**config.mk**
```make
export PLATFORM = sky130hd
export DESIGN_NAME = drn_divider
export DESIGN_NICKNAME = d
export VERILOG_FILES = /design/src/design/discounted_return_normalizer_top_defines.svh /design/src/design/drn_divider.sv
export SDC_FILE = /design/constraint.sdc
export NUM_CORES = 1
export LEC_CHECK = 0
export BUFFER_PORTS_ARGS = -buffer_cell sky130_fd_sc_hd__buf_2
export CAP_MARGIN = 15
export CORE_MARGIN = 10
export CORE_UTILIZATION = 56
export DETAILED_ROUTE_END_ITERATION = 7
export HOLD_SLACK_MARGIN = 0.06
export PLACE_DENSITY_LB_ADDON = 0.08
export RECOVER_POWER = 100
export SETUP_SLACK_MARGIN = 0.2
export SKIP_LAST_GASP = 1
export SYNTH_ARGS = -nofsm -noshare
export SYNTH_HDL_FRONTEND = slang
export SYNTH_SLANG_ARGS = --single-unit
```
**constraint.sdc**
```tcl
create_clock -name clk -period 5.1 [get_ports clk]
set_clock_uncertainty 0.05 [all_clocks]
set_input_delay 0.765 -clock clk [delete_from_list [all_inputs] [get_ports clk]]
set_output_delay 0.765 -clock clk [all_outputs]
set_load 0.05 [all_outputs]
```
**src/design/discounted_return_normalizer_top_defines.svh**
```systemverilog
// Assertion macros for the discounted return normalizer.
`ifndef DISCOUNTED_RETURN_NORMALIZER_TOP_DEFINES_SVH
`define DISCOUNTED_RETURN_NORMALIZER_TOP_DEFINES_SVH
// Check that an implication holds on every clock edge outside reset.
`define DRN_ASSERT_IMPL(label, clk, rst_n, ante, cons, msg) \
    label: assert property (@(posedge clk) disable iff (!rst_n) (ante) |-> (cons)) \
        else $error(msg);
// Check that a condition holds in the cycle after a trigger.
`define DRN_ASSERT_NEXT(label, clk, rst_n, ante, cons, msg) \
    label: assert property (@(posedge clk) disable iff (!rst_n) (ante) |=> (cons)) \
        else $error(msg);
`endif

```
**src/design/drn_divider.sv**
```systemverilog
// Restoring unsigned divider, one quotient bit per cycle.
module drn_divider #(
    parameter int unsigned NumWidth = 64,
    parameter int unsigned DenWidth = 64
) (
    input  logic                clk,
    input  logic                rst_n,
    input  logic                start,
    input  logic [NumWidth-1:0] num,
    input  logic [DenWidth-1:0] den,
    output logic                done,
    output logic [NumWidth-1:0] quot,
    output logic [DenWidth-1:0] rem
);
    localparam int unsigned CntWidth = $clog2(NumWidth + 1);
    logic [NumWidth-1:0] q_reg;
    logic [DenWidth:0]   r_reg;
    logic [DenWidth-1:0] d_reg;
    logic [CntWidth-1:0] cnt_reg;
    logic                run_reg;
    logic                done_reg;
    logic [DenWidth:0]   trial;

    // Shift in next numerator bit
    assign trial = {r_reg[DenWidth-1:0], q_reg[NumWidth-1]};

    always_ff @(posedge clk or negedge rst_n)
    begin
        if (!rst_n)
        begin
            run_reg  <= 1'b0;
            done_reg <= 1'b0;
            cnt_reg  <= '0;
        end
        else
        begin
            done_reg <= 1'b0;
            if (start)
            begin
                run_reg <= 1'b1;
                cnt_reg <= CntWidth'(NumWidth);
                q_reg   <= num;
                r_reg   <= '0;
                d_reg   <= den;
            end
            else if (run_reg)
            begin
                if (trial >= {1'b0, d_reg})
                begin
                    r_reg <= trial - {1'b0, d_reg};
                    q_reg <= {q_reg[NumWidth-2:0], 1'b1};
                end
                else
                begin
                    r_reg <= trial;
                    q_reg <= {q_reg[NumWidth-2:0], 1'b0};
                end
                cnt_reg <= cnt_reg - 1'b1;
                if (cnt_reg == CntWidth'(1))
                begin
                    run_reg  <= 1'b0;
                    done_reg <= 1'b1;
                end
            end
        end
    end

    assign done = done_reg;
    assign quot = q_reg;
    assign rem  = r_reg[DenWidth-1:0];
endmodule

```
After elaboration in Yosys (flattened, before gate mapping)
Index checks and enable logic that the tools add are counted.
{ "word_totals": {"reg_bits": 202, "output_inout_bits": 129} }
{ "classes": {"n_addsub": 2, "magnitude_cmp": 1, "eq_ne": 1, "n_mux": 13, "n_reduce_logical": 3} }
{ "op_table": {"columns": ["op", "n"], "rows": [
  ["$mux W65", 2],
  ["$mux W64", 2],
  ["$ge A65 B64 Y1", 1],
  ["$sub A65 B64 Y65", 1],
  ["$mux W7", 2],
  ["$eq A7 B1 Y1 const B", 1],
  ["$mux W1", 7],
  ["$sub A7 B1 Y7 const B", 1],
  ["$reduce_and A2 Y1", 2],
  ["$reduce_bool A2 Y1", 1]
]} }

Longest topological paths before layout
Gate-level depths: netlist of run 1.
{ "logic_depth": {"depth_word": 4, "mapped_depth": 15} }

Worst setup path after synthesis of run 1
Ideal clock, no wire load.
{ "synth_path": {"path_type": "input -> register", "startpoint": "input port start", "endpoint": "register q_reg[0] (netlist: quot[0]) (enable)", "setup_ps": 493, "arrival_time_ps": 3989, "required_time_ps": 4557, "setup_slack_ps": 568, "stages": 3, "path_buffers": 1, "cell_sequence": "clkbuf_1 > nor2_1 > nor2b_1"} }
{ "synth_between": {"elab_chain_len": 2} }
{ "synth_rtl": {"columns": ["item", "line", "rtl"], "rows": [
  ["start, declared", "drn_divider.sv:8", "input logic start,"],
  ["$reduce_bool A2 Y1 (no source line)", null, null],
  ["$reduce_and A2 Y1 (no source line)", null, null],
  ["end signal, assigned", "drn_divider.sv:42", "q_reg <= num;"],
  ["end signal, assigned", "drn_divider.sv:51", "q_reg <= {q_reg[NumWidth-2:0], 1'b1};"],
  ["end signal, assigned", "drn_divider.sv:56", "q_reg <= {q_reg[NumWidth-2:0], 1'b0};"],
  ["end, declared", "drn_divider.sv:16", "logic [NumWidth-1:0] q_reg;"]
]} }
Every way passes these cells.
A chain may end at the register's enable or synchronous reset.

Worst setup path after layout of run 1
{ "layout_path": {"startpoint": "register r_reg[5]", "endpoint": "register r_reg[50], data pin"} }
{ "layout_between": {"elab_chain_len": 3, "word_cells_on_any_way": 4, "classes_between": "add/sub (1); order compare (1); mux (2)"} }
{ "layout_rtl": {"columns": ["item", "line", "rtl"], "rows": [
  ["start, declared", "drn_divider.sv:17", "logic [DenWidth:0] r_reg;"],
  ["start signal, assigned", "drn_divider.sv:50", "r_reg <= trial - {1'b0, d_reg};"],
  ["start signal, assigned", "drn_divider.sv:55", "r_reg <= trial;"],
  ["$sub A65 B64 Y65 / $ge A65 B64 Y1 (equally long branches)", "drn_divider.sv:50, drn_divider.sv:48", null],
  ["$mux W65 *", "drn_divider.sv:48", "if (trial >= {1'b0, d_reg})"],
  ["$mux W65 *", "drn_divider.sv:46", "else if (run_reg)"]
]} }
Every way passes the cells marked *; elsewhere a longest branch is shown, timed or not.

==> summary by stage, run 1 <==
Pwr
The worst IR drop on VDD is approximately 0.28 mV. Per report_power, the sequential group accounts for between 30% and 40% of the total. In this run the power spent charging and discharging nets is 0.002590 W. The internal portion of total power is between 0.003 and 0.004 W. The analysis attributes to cell leakage a power of ~6 nW. The clock network burns between 20% and 30% of the power.

Power spread over the standard cell area amounts to ~440 nW/um^2. The combinational share of power is about 40%. The switching fraction of total power is 40.18%.

Clock network
In this run, post-CTS hold repair placed 0 buffers. The number of clock sinks seen by CTS is approximately 200. The number of gates resized after CTS is 0. TritonCTS created 24 clock buffers. The tree is rooted in a clkbuf_16.

The clock tree from TritonCTS is built. The clock latency on the worst-skew pair is ~0.53 ns. The deepest level of the CTS H-tree is 1.

Buffers added to address setup during post-CTS repair amount to 0. In this run the deepest clock path goes through 3 buffers. The clock transition at the registers of the reported paths is around 0.06 ns.

Floorplan
Pin placement for this block handled between 200 and 300 I/O pins. The die covers around 29000 sq um. After floorplanning, the core was sized to cover roughly 23000 sq um.

The floorplan die width is between 150 and 200 microns. The floorplan step set the die height to between 150 and 200 microns. The initialized floorplan defines 55 standard-cell rows.

The initial standard-cell utilization of the core is 56.65%.

Synth
Counting flops with a built-in enable in the synthesized netlist gives roughly 190. The synthesized netlist cell count is about 1300. The proportion of synthesized flip-flops having asynchronous set or reset is under 10%. The number of synthesis warnings is 0. Counting every net in the synthesized netlist gives roughly 1500. The number of different library cells in the post-synthesis netlist is between 70 and 80. The per-instance average area after synthesis is just over 10 sq um.

The synthesized cell area is 12750 sq um. After synthesis the netlist holds a flip-flop and latch count of 201. The part of the Yosys area used for sequential elements is a little under half. The most used flip-flop cell after synthesis is edfxtp_1.

Route
The number of iterations in the first detailed-routing pass is 5. The detailed-route vias per instance is approximately 5.9. The number of design rule violations left after detail routing is 0. In this run the remaining antenna-violating nets after routing total 0.

The iteration-0 DRC count of the detailed router is 757. In this run the top signal layer used is met5. The wire length the detailed router placed on met1 is ~15000 microns. The routed design has ~36000 microns of wire. In the detailed route, the total length drawn on met3 is ~3600 microns.

The routed length on met2 is around 16000 microns. The number of vias in the routed layout is between 10000 and 15000. The average routed wire per standard cell is between 20 and 25 microns.

Setup path
The nature of the critical path endpoint is a flop. The worst setup path is of the flop to flop kind. The signal arrival time at the worst endpoint is 4.67 ns. In this run the worst path has a maximum fanout of 34. At the worst endpoint, the required time is 5.20 ns.

The startpoint type of the worst setup path is a flop.

STA
Counting I/O delays and the setup requirement, the final critical path takes around 4.6 ns. The number of max-slew violations in the final report is 201. The slew of the pin with the lowest slew margin is ~2.1 ns. The worst slew margin relative to its limit is -42.02%. After layout, the worst path uses about 90% of the clock period. The final worst-path setup slack is around 0.53 ns. For this run, the top clock speed supported by timing is between 200 and 250 MHz. After routing, the total negative slack on setup checks comes to 0 ns. The count of final hold-check violations is 0.

The final count of negative-setup-slack endpoints is 0. Setup repair after global routing left no endpoint under its margin.

Global route
Global routing finished with a remaining overflow of 0. The via count of the first global-routing pass is just over 10000. The first global-routing pass estimated between 50000 and 60000 microns of wire. Entering global routing, the biggest net connects between 90 and 100 pins. The number of antenna violations at the first check in global routing came to 4.

In the global route stage, overall resource usage came out at between 20 and 25%.

Outcome
The final reports fail on max-capacitance violations, max-slew violations. The run finished, with violations left.

Run
The number of max-cap violations is 3.

Hold path
In this run the worst hold path is classified as primary input to flop.

Placement
The placer congestion estimate is approximately 0.9. The quantity of I/O buffers inserted on ports is 259. The post-placement cell area is between 10000 and 15000 sq um. In this run, placement finished with an instance count of between 1500 and 2000. The worst slack after detailed placement is around 0.87 ns.

The HPWL reported at the end of detailed placement is 26700 microns.

Finish
The final cell count without fillers is about 1800. In the final design database the tool counted roughly 1700 nets. The commonest non-fill, non-tap cell in the layout is edfxtp_1.

The signed area change from the synthesized netlist to the final layout is 15.44%. The top cell types in the final layout, fill and taps aside, are edfxtp_1 (192), clkbuf_1 (137), nor2_1 (131), buf_2 (128), a21oi_1 (120). The number of filler cells placed in the layout is 1911.

The share of final-layout standard cells stronger than drive strength 1 is 17.22%. The final standard cell area without fillers is ~15000 sq um.
## critical path: stages, from the launching register on
cell      delay, ns
edfxtp_1       0.43
ha_1           0.39
a21oi_1        0.26
o211ai_1       0.14
a41o_1         0.28
a211oi_1       0.53
a211o_2        0.30
a211oi_2       0.11
or3_2          0.88
buf_4          0.35
and2_1         0.17
mux2i_1        0.17
a311oi_1       0.15
## per-layer routing
metal	up-vias	GRT usage, %
li1	5090	-
met1	4964	31.49
met2	398	37.98
met3	56	8.203
met4	4	5.671
met5	-	0
## logic make-up (layout without fill, tap and decap cells)
logic type               after synthesis  after routing  synth area share, %
AO/OA/AOI/OAI                        345            345                17.59
AND/OR/NAND/NOR                      342            342                12.36
flip-flops                           201            201                46.99
buffers and inverters                164            401                5.123
multiplexers                          87             87                7.528
adder cells (fa/ha/maj)               67             67                6.635
XOR/XNOR                              55             55                3.779
other                                  0              1                    0
## cell usage after synthesis (9+ instances only)
| library cell | count | area share [%] |
|---|---|---|
| a211oi_1 | 39 | 2.3 |
| a21o_1 | 35 | 2.1 |
| a21oi_1 | 120 | 4.7 |
| a311oi_1 | 15 | 1.0 |
| buf_2 | 12 | 0.47 |
| clkbuf_1 | 59 | 1.7 |
| dfrtp_1 | 9 | 1.8 |
| edfxtp_1 | 192 | 45 |
| ha_1 | 66 | 6.5 |
| inv_1 | 85 | 2.5 |
| mux2_2 | 67 | 5.9 |
| mux2i_1 | 16 | 1.3 |
| nand2_1 | 101 | 3.0 |
| nand2b_1 | 10 | 0.49 |
| nand3_1 | 16 | 0.63 |
| nand4_1 | 23 | 1.1 |
| nor2_1 | 131 | 3.9 |
| o21ai_0 | 53 | 2.1 |
| o21ai_1 | 11 | 0.43 |
| o21bai_1 | 12 | 0.71 |
| xnor2_1 | 28 | 1.9 |
| xor2_1 | 27 | 1.9 |
## path summary, 6_finish.rpt
check                           startpoint         end  slack (ns)  depth (start not counted)
worst max-delay path              r_reg[5]   r_reg[50]        0.53                         12
worst min-delay path                den[4]    d_reg[4]        0.36                          1
worst max register to register    r_reg[5]   r_reg[50]        0.53                         12
worst min register to register  cnt_reg[6]  cnt_reg[6]        0.47                          2
max in group asynchronous            rst_n     run_reg        2.55                          2
min in group asynchronous            rst_n        done        0.96                          2
## metrics by stage
stage / total power, W / hold WS (ns) / util (%)
after floorplan: 0.004243 / 0.4194 / -
after global placement: 0.004838 / 0.4423 / 62.99
after detailed placement: 0.004876 / 0.4527 / 62.99
after CTS: 0.006508 / 0.3340 / 66.26
after global routing: 0.006797 / 0.3435 / 65.40
final: 0.006444 / 0.3608 / 65.40
## power by group through the flow
stage / combinational, W / sequential, W / clock (W)
final: 0.00258 / 0.00226 / 0.00161
after floorplan: 0.00152 / 0.00272 / 0
after global placement: 0.00257 / 0.00227 / 0
after detailed placement: 0.00260 / 0.00228 / 0
after CTS: 0.00261 / 0.00225 / 0.00165
after global routing: 0.00281 / 0.00229 / 0.00170
## cell type report
type                       count  area, sq um  share of cell area (%)
multi-input combinational    896         6102                   41.46
sequential                   201         5995                   40.73
clock buffer                  28        615.6                   4.183
timing repair buffer         270         1197                   8.136
antenna                        1        2.502                 0.01700
inverter                      87        326.6                   2.219
clock inverter                16        121.4                  0.8247
tap                          285        356.6                   2.423
Power figures use the tool's default switching activity.
==> inputs of run 2 (changes only) <==
--- a/config.mk
+++ b/config.mk
@@ -13,6 +13,7 @@
 export HOLD_SLACK_MARGIN = 0.06
 export PLACE_DENSITY_LB_ADDON = 0.08
 export RECOVER_POWER = 100
+export REMOVE_ABC_BUFFERS = 1
 export SETUP_SLACK_MARGIN = 0.2
 export SKIP_LAST_GASP = 1
 export SYNTH_ARGS = -nofsm -noshare
==> summary by stage, run 2 (synthesis results as in run 1) <==
Outcome
Outcome: finished, violations left (unchanged). Violated checks: max-capacitance violations, max-slew violations (unchanged).

Clock network
The CTS root buffer is clkbuf_16 (unchanged). The total clock buffers created by CTS came to 24 (unchanged). The deepest level of the CTS H-tree is 1 (unchanged). The clock tree from TritonCTS is built (unchanged). The number of buffers inserted by hold repair at cts is 0 (unchanged). The post-CTS setup buffer count is 0 (unchanged).

The number of gates resized after CTS is 0 (unchanged). The number of buffers on the longest clock path came to 3 (unchanged). The number of clock sinks seen by CTS was 201 (unchanged). The clock transition at the registers of the reported paths came to 0.06 ns (about the same). The clock latency on the worst-skew pair is 0.55 ns (was 0.53 ns).

Global route
The number of antenna violations at the first check in global routing came to 6 (was 4). The maximum number of pins on one net before global-route repair is 93 (was 99). The total congestion overflow after global routing is 0 (unchanged). The via count of the first global-routing pass came to 10670 (was 10390).

The global router's overall resource usage is 24.68% (was 24.14%). The first-pass GRT wire length is 57860 microns (was 56790 microns).

Route
The number of iterations in the first detailed-routing pass was 5 (unchanged). The residual antenna-violating net count after detailed routing is 0 (unchanged). The iteration-0 DRC count of the detailed router is 722 (was 757). The detailed-route vias per instance is 5.906 (was 5.892). The average routed wire per standard cell is 20.65 microns (was 20.07 microns).

The number of design rule violations left after detail routing is 0 (unchanged). The total wire length was 36940 microns (was 35810 microns). The number of vias in the routed layout came to 10570 (was 10510).

Pwr
The internal portion of total power is 0.003887 W (was 0.003855 W). The total leakage power was 6.023 nW (was 5.995 nW). The worst IR drop on VDD is 0.3401 mV (was 0.2806 mV). The combinational share of power came to 39.6% (was 40.0%).

The net switching power of the design is 0.002610 W (was 0.002590 W). The part of the power in the clock network is 25.6% (was 25.0%). The power per cell area was 440.2 nW/um^2 (was 437.9 nW/um^2). The relative contribution of sequential cells to total power is 34.8% (was 35.0%). The switching fraction of total power is 40.18% (about the same).

Placement
The post-placement cell area was 14200 sq um (was 14170 sq um). The HPWL reported at the end of detailed placement was 27550 microns (was 26700 microns). The quantity of I/O buffers inserted on ports is 259 (unchanged).

The number of cells in the design after placement is 1743 (was 1739). The placer congestion estimate is 0.9320 (was 0.8963).

Floorplan
The floorplan die width is 170.9 microns (unchanged). The initial standard-cell utilization of the core is 56.65% (unchanged). The area of the placeable core is 22500 sq um (unchanged). The overall die height came to 170.9 microns (unchanged). The full die area is 29200 sq um (unchanged). The number of placed I/O pins is 260 (unchanged). The total number of placement rows is 55 (unchanged).

Setup path
The required time at the endpoint of the critical path is 5.33 ns (was 5.20 ns). The startpoint of the most critical register-to-register path is r_reg[5] (unchanged). The nature of the critical path endpoint is a flop (unchanged). The highest fanout seen on the critical path is 36 (was 34). The kind of critical path is flop to flop (unchanged). The startpoint type of the worst setup path is a flop (unchanged). The launch point of the critical path is r_reg[5] (unchanged). The signal arrival time at the worst endpoint came to 4.72 ns (was 4.67 ns).

STA
The share of the cycle needed by the critical path after routing is 87.92% (was 89.66%). The upper clock frequency limit is 223.0 MHz (was 218.7 MHz). The summed negative setup slack over all endpoints is 0 ns (unchanged). The number of max-slew violations in the final report was 333 (was 201). The final count of negative-setup-slack endpoints is 0 (unchanged).

The worst slew margin relative to its limit was -109.9% (was -42.02%). The final critical delay including setup and external delays was 4.484 ns (was 4.573 ns). RSZ-0062 raised after global routing: no (unchanged). The slew of the pin with the lowest slew margin is 3.148 ns (was 2.130 ns). The count of final hold-check violations was 0 (unchanged).

Finish
Top library cells by usage in the layout, fill and taps aside: edfxtp_1 (192), clkbuf_1 (139), nor2_1 (131), buf_2 (129), a21oi_1 (120) (was edfxtp_1 (192), clkbuf_1 (137), nor2_1 (131), buf_2 (128), a21oi_1 (120)). The number of nets at the end of the flow is 1682 (was 1678). The signed area change from the synthesized netlist to the final layout was 15.77% (was 15.44%). The commonest non-fill, non-tap cell in the layout is edfxtp_1 (unchanged). The final cell count without fillers came to 1789 (was 1784).

The final standard cell area without fillers was 14760 sq um (was 14720 sq um). The number of filler cells placed in the layout is 1920 (was 1911). The share of final-layout standard cells stronger than drive strength 1 is 17.24% (was 17.22%).

Hold path
The start point of the worst min-delay path is den[62] (was den[4]). The worst min-delay path class was primary input to flop (unchanged).

Run
The number of max-cap violations is 6 (was 3).
==> run 2: cell type report <==
type | count | area, sq um | share of cell area, %
antenna | 2 | 5.005 | 0.03391
clock buffer | 30 | 674.4 | 4.569
clock inverter | 14 | 107.6 | 0.7291
inverter | 87 | 326.6 | 2.213
multi-input combinational | 896 | 6091 | 41.27
sequential | 201 | 5991 | 40.59
tap | 285 | 356.6 | 2.416
timing repair buffer | 274 | 1207 | 8.181
==> run 2: power by group through the flow <==
stage / registers (W) / clock network, W / logic [W]
floorplan: 0.00274 / 0 / 0.00146
global placement: 0.00227 / 0 / 0.00258
detailed placement: 0.00228 / 0 / 0.00260
CTS: 0.00225 / 0.00170 / 0.00262
global route: 0.00229 / 0.00175 / 0.00281
finish: 0.00226 / 0.00167 / 0.00257
==> run 2: through the flow <==
step / power, W / hold WS (ns) / setup slack [ns] / util (%)
finish: 0.006498 / 0.3432 / 0.6161 / 65.59
floorplan: 0.004197 / 0.4194 / -0.7869 / -
global placement: 0.004852 / 0.4475 / 0.8823 / 63.12
detailed placement: 0.004883 / 0.4615 / 0.7984 / 63.12
global route: 0.006855 / 0.3233 / 0.2859 / 65.58
CTS: 0.006567 / 0.2479 / 0.7567 / 66.59
==> run 2: critical path: stages (launching register included) <==
cell and delay, ns:
edfxtp_1 0.43, ha_1 0.39, a21oi_1 0.27, o211ai_1 0.14, a41o_1 0.28, a211oi_2 0.39
a211o_2 0.26, a211oi_1 0.10, or3_2 0.92, and3_1 0.37, mux2_2 0.26, a2111oi_0 0.37
==> run 2: routing by layer <==
metal | global-route usage [%] | share of wire, %
met3 | 7.512 | 9.4
met2 | 39.54 | 46
met4 | 6.238 | 2.3
met5 | 0 | 0.18
met1 | 31.99 | 42
==> run 2: path summary, 6_finish.rpt <==
kind                              end  cells past startpoint  slack (ns)
setup / recovery            r_reg[63]                     11        0.62
hold / removal              d_reg[62]                      1        0.34
setup reg to reg            r_reg[63]                     11        0.62
hold reg to reg            cnt_reg[6]                      2        0.47
max in group asynchronous  cnt_reg[2]                      2        2.71
min in group asynchronous        done                      2        0.97
==> inputs of run 3 (changes only) <==
--- a/config.mk
+++ b/config.mk
@@ -5,11 +5,11 @@
 export SDC_FILE = /design/constraint.sdc
 export NUM_CORES = 1
 export LEC_CHECK = 0
-export BUFFER_PORTS_ARGS = -buffer_cell sky130_fd_sc_hd__buf_2
 export CAP_MARGIN = 15
 export CORE_MARGIN = 10
-export CORE_UTILIZATION = 56
+export CORE_UTILIZATION = 60
 export DETAILED_ROUTE_END_ITERATION = 7
+export DONT_BUFFER_PORTS = 1
 export HOLD_SLACK_MARGIN = 0.06
 export PLACE_DENSITY_LB_ADDON = 0.08
 export RECOVER_POWER = 100
==> summary by stage, run 3 (synthesis results as in run 1) <==
Clock network
The clock tree from TritonCTS was built (unchanged). The number of clock sinks seen by CTS was 201 (unchanged). The total clock buffers created by CTS is 24 (unchanged). The CTS root buffer is clkbuf_16 (unchanged).

The number of buffers on the longest clock path was 3 (unchanged). The deepest level of the CTS H-tree came to 1 (unchanged). The clock latency on the worst-skew pair came to 0.54 ns (was 0.55 ns). The post-CTS setup buffer count is 0 (unchanged).

The clock transition at the registers of the reported paths was 0.07 ns (was 0.06 ns). The number of gates resized after CTS is 0 (unchanged). The number of buffers inserted by hold repair at cts came to 1 (was 0).

Floorplan
The initial standard-cell utilization of the core was 60.84% (was 56.65%). The overall die height was 165.8 microns (was 170.9 microns). The area of the placeable core is 20960 sq um (was 22500 sq um). The number of placed I/O pins is 260 (unchanged). The floorplan die width came to 165.8 microns (was 170.9 microns). The full die area is 27480 sq um (was 29200 sq um). The total number of placement rows is 53 (was 55).

Finish
The footprint of the multi-input gates is 6097 sq um (was 6091 sq um). The final cell count without fillers is 1520 (was 1789). Top library cells by usage in the layout, fill and taps aside: edfxtp_1 (192), nor2_1 (131), a21oi_1 (120), nand2_1 (101), inv_1 (85) (was edfxtp_1 (192), clkbuf_1 (139), nor2_1 (131), buf_2 (129), a21oi_1 (120)). The commonest non-fill, non-tap cell in the layout is edfxtp_1 (unchanged). The signed area change from the synthesized netlist to the final layout is 6.909% (was 15.77%). The share of final-layout standard cells stronger than drive strength 1 was 9.911% (was 17.24%). The number of filler cells placed in the layout was 1761 (was 1920). The storage element area is 5991 sq um (unchanged). The number of nets at the end of the flow is 1424 (was 1682). The final standard cell area without fillers is 13630 sq um (was 14760 sq um).

Setup path
The highest fanout seen on the critical path is 23 (was 36). The kind of critical path was flop to flop (unchanged). The required time at the endpoint of the critical path is 5.33 ns (about the same).

The nature of the critical path endpoint is a flop (unchanged). The signal arrival time at the worst endpoint is 4.91 ns (was 4.72 ns). The startpoint type of the worst setup path is a flop (unchanged).

STA
The share of the cycle needed by the critical path after routing is 91.85% (was 87.92%). The final critical delay including setup and external delays was 4.684 ns (was 4.484 ns). The worst slew margin relative to its limit was -194.3% (was -109.9%).

The upper clock frequency limit is 213.5 MHz (was 223.0 MHz). The count of final hold-check violations was 0 (unchanged). The final count of negative-setup-slack endpoints is 0 (unchanged). RSZ-0062 raised after global routing: no (unchanged). The number of max-slew violations in the final report was 98 (was 333). The slew of the pin with the lowest slew margin is 4.412 ns (was 3.148 ns).

Placement
The post-placement cell area is 12890 sq um (was 14200 sq um). The number of cells in the design after placement is 1474 (was 1743). The placer congestion estimate came to 0.9423 (was 0.9320).

The quantity of I/O buffers inserted on ports came to 0 (was 259). The HPWL reported at the end of detailed placement is 24870 microns (was 27550 microns).

Pwr
The net switching power of the design is 0.002499 W (was 0.002610 W). The power per cell area is 464.5 nW/um^2 (was 440.2 nW/um^2). The internal portion of total power is 0.003832 W (was 0.003887 W). The total chip power is 0.006331 W (was 0.006498 W). The total leakage power was 5.349 nW (was 6.023 nW). The switching fraction of total power is 39.47% (was 40.18%). The combinational share of power was 30.5% (was 39.6%). The part of the power in the clock network is 26.2% (was 25.6%). The worst IR drop on VDD is 0.3609 mV (was 0.3401 mV). The relative contribution of sequential cells to total power is 43.3% (was 34.8%).

Route
The average routed wire per standard cell is 22.62 microns (was 20.65 microns). The iteration-0 DRC count of the detailed router is 797 (was 722). The number of design rule violations left after detail routing came to 0 (unchanged). The detailed-route vias per instance came to 6.284 (was 5.906). The number of iterations in the first detailed-routing pass is 5 (unchanged). The total wire length is 34390 microns (was 36940 microns). The number of vias in the routed layout was 9552 (was 10570).

The residual antenna-violating net count after detailed routing is 0 (unchanged).

Global route
The via count of the first global-routing pass was 9371 (was 10670). The first-pass GRT wire length is 53790 microns (was 57860 microns). The total congestion overflow after global routing is 0 (unchanged).

The number of antenna violations at the first check in global routing is 7 (was 6). The global router's overall resource usage is 23.62% (was 24.68%). The maximum number of pins on one net before global-route repair is 138 (was 93).

Hold path
The worst min-delay path class is primary input to flop (unchanged).

Run
The number of max-cap violations is 2 (was 6).

Outcome
Outcome: finished, violations left (unchanged). Violated checks: max-capacitance violations, max-slew violations (unchanged).
## run 3: power groups by stage
stage | clock network (W) | logic [W] | registers, W
2_1_floorplan | 0 | 0.00146 | 0.00274
4_1_cts | 0.00169 | 0.00193 | 0.00274
3_3_place_gp | 0 | 0.00189 | 0.00277
3_5_place_dp | 0 | 0.00191 | 0.00277
5_1_grt | 0.00175 | 0.00214 | 0.00277
6_report | 0.00166 | 0.00193 | 0.00274
## run 3: worst max-delay path: stages, from the launching register on
cell and delay, ns:
edfxtp_1 0.32, clkbuf_1 0.60, ha_1 0.39, and3_1 0.25
nand3_1 0.11, a211oi_1 0.31, a211oi_2 0.12, a211o_2 0.37
a211oi_1 0.46, or3_2 0.43, buf_4 0.40, mux2_1 0.37
mux2i_1 0.16, nor2_1 0.06
## run 3: cell type report
cell class                 instances  area share [%]
multi-input combinational        896           44.74
sequential                       201           43.95
clock buffer                      33           4.875
tap                              275           2.525
inverter                          87           2.396
clock inverter                     8          0.7895
timing repair buffer              16          0.6518
antenna                            4         0.07344
## run 3: path summary, 6_finish.rpt
check                              to  slack [ns]  cells after the start        from
min in group asynchronous  cnt_reg[4]        0.63                      1       rst_n
max reg2reg                 r_reg[27]        0.42                     13    r_reg[8]
min reg2reg                cnt_reg[5]        0.50                      2  cnt_reg[5]
min                          d_reg[2]        0.27                      0      den[2]
max in group asynchronous  cnt_reg[2]        4.01                      1       rst_n
max                         r_reg[27]        0.42                     13    r_reg[8]
## run 3: per-layer routing
metal	share of wire (%)	track usage [%]	vias to the layer above
met4	2.4	5.624	8
met1	42	29.84	4540
met3	10	8.874	55
met5	0.16	0	-
met2	46	37.59	375
li1	-	-	4574
## run 3: through the flow
step | worst slack [ns] | hold slack (ns) | util (%) | TNS, ns
global route | 0.2623 | 0.2470 | 65.00 | 0
global placement | 0.7957 | 0.4257 | 61.53 | 0
CTS | 0.6345 | 0.2493 | 65.26 | 0
detailed placement | 0.6864 | 0.4256 | 61.53 | 0
finish | 0.4159 | 0.2666 | 65.04 | 0
floorplan | -0.7869 | 0.4194 | - | -50.36
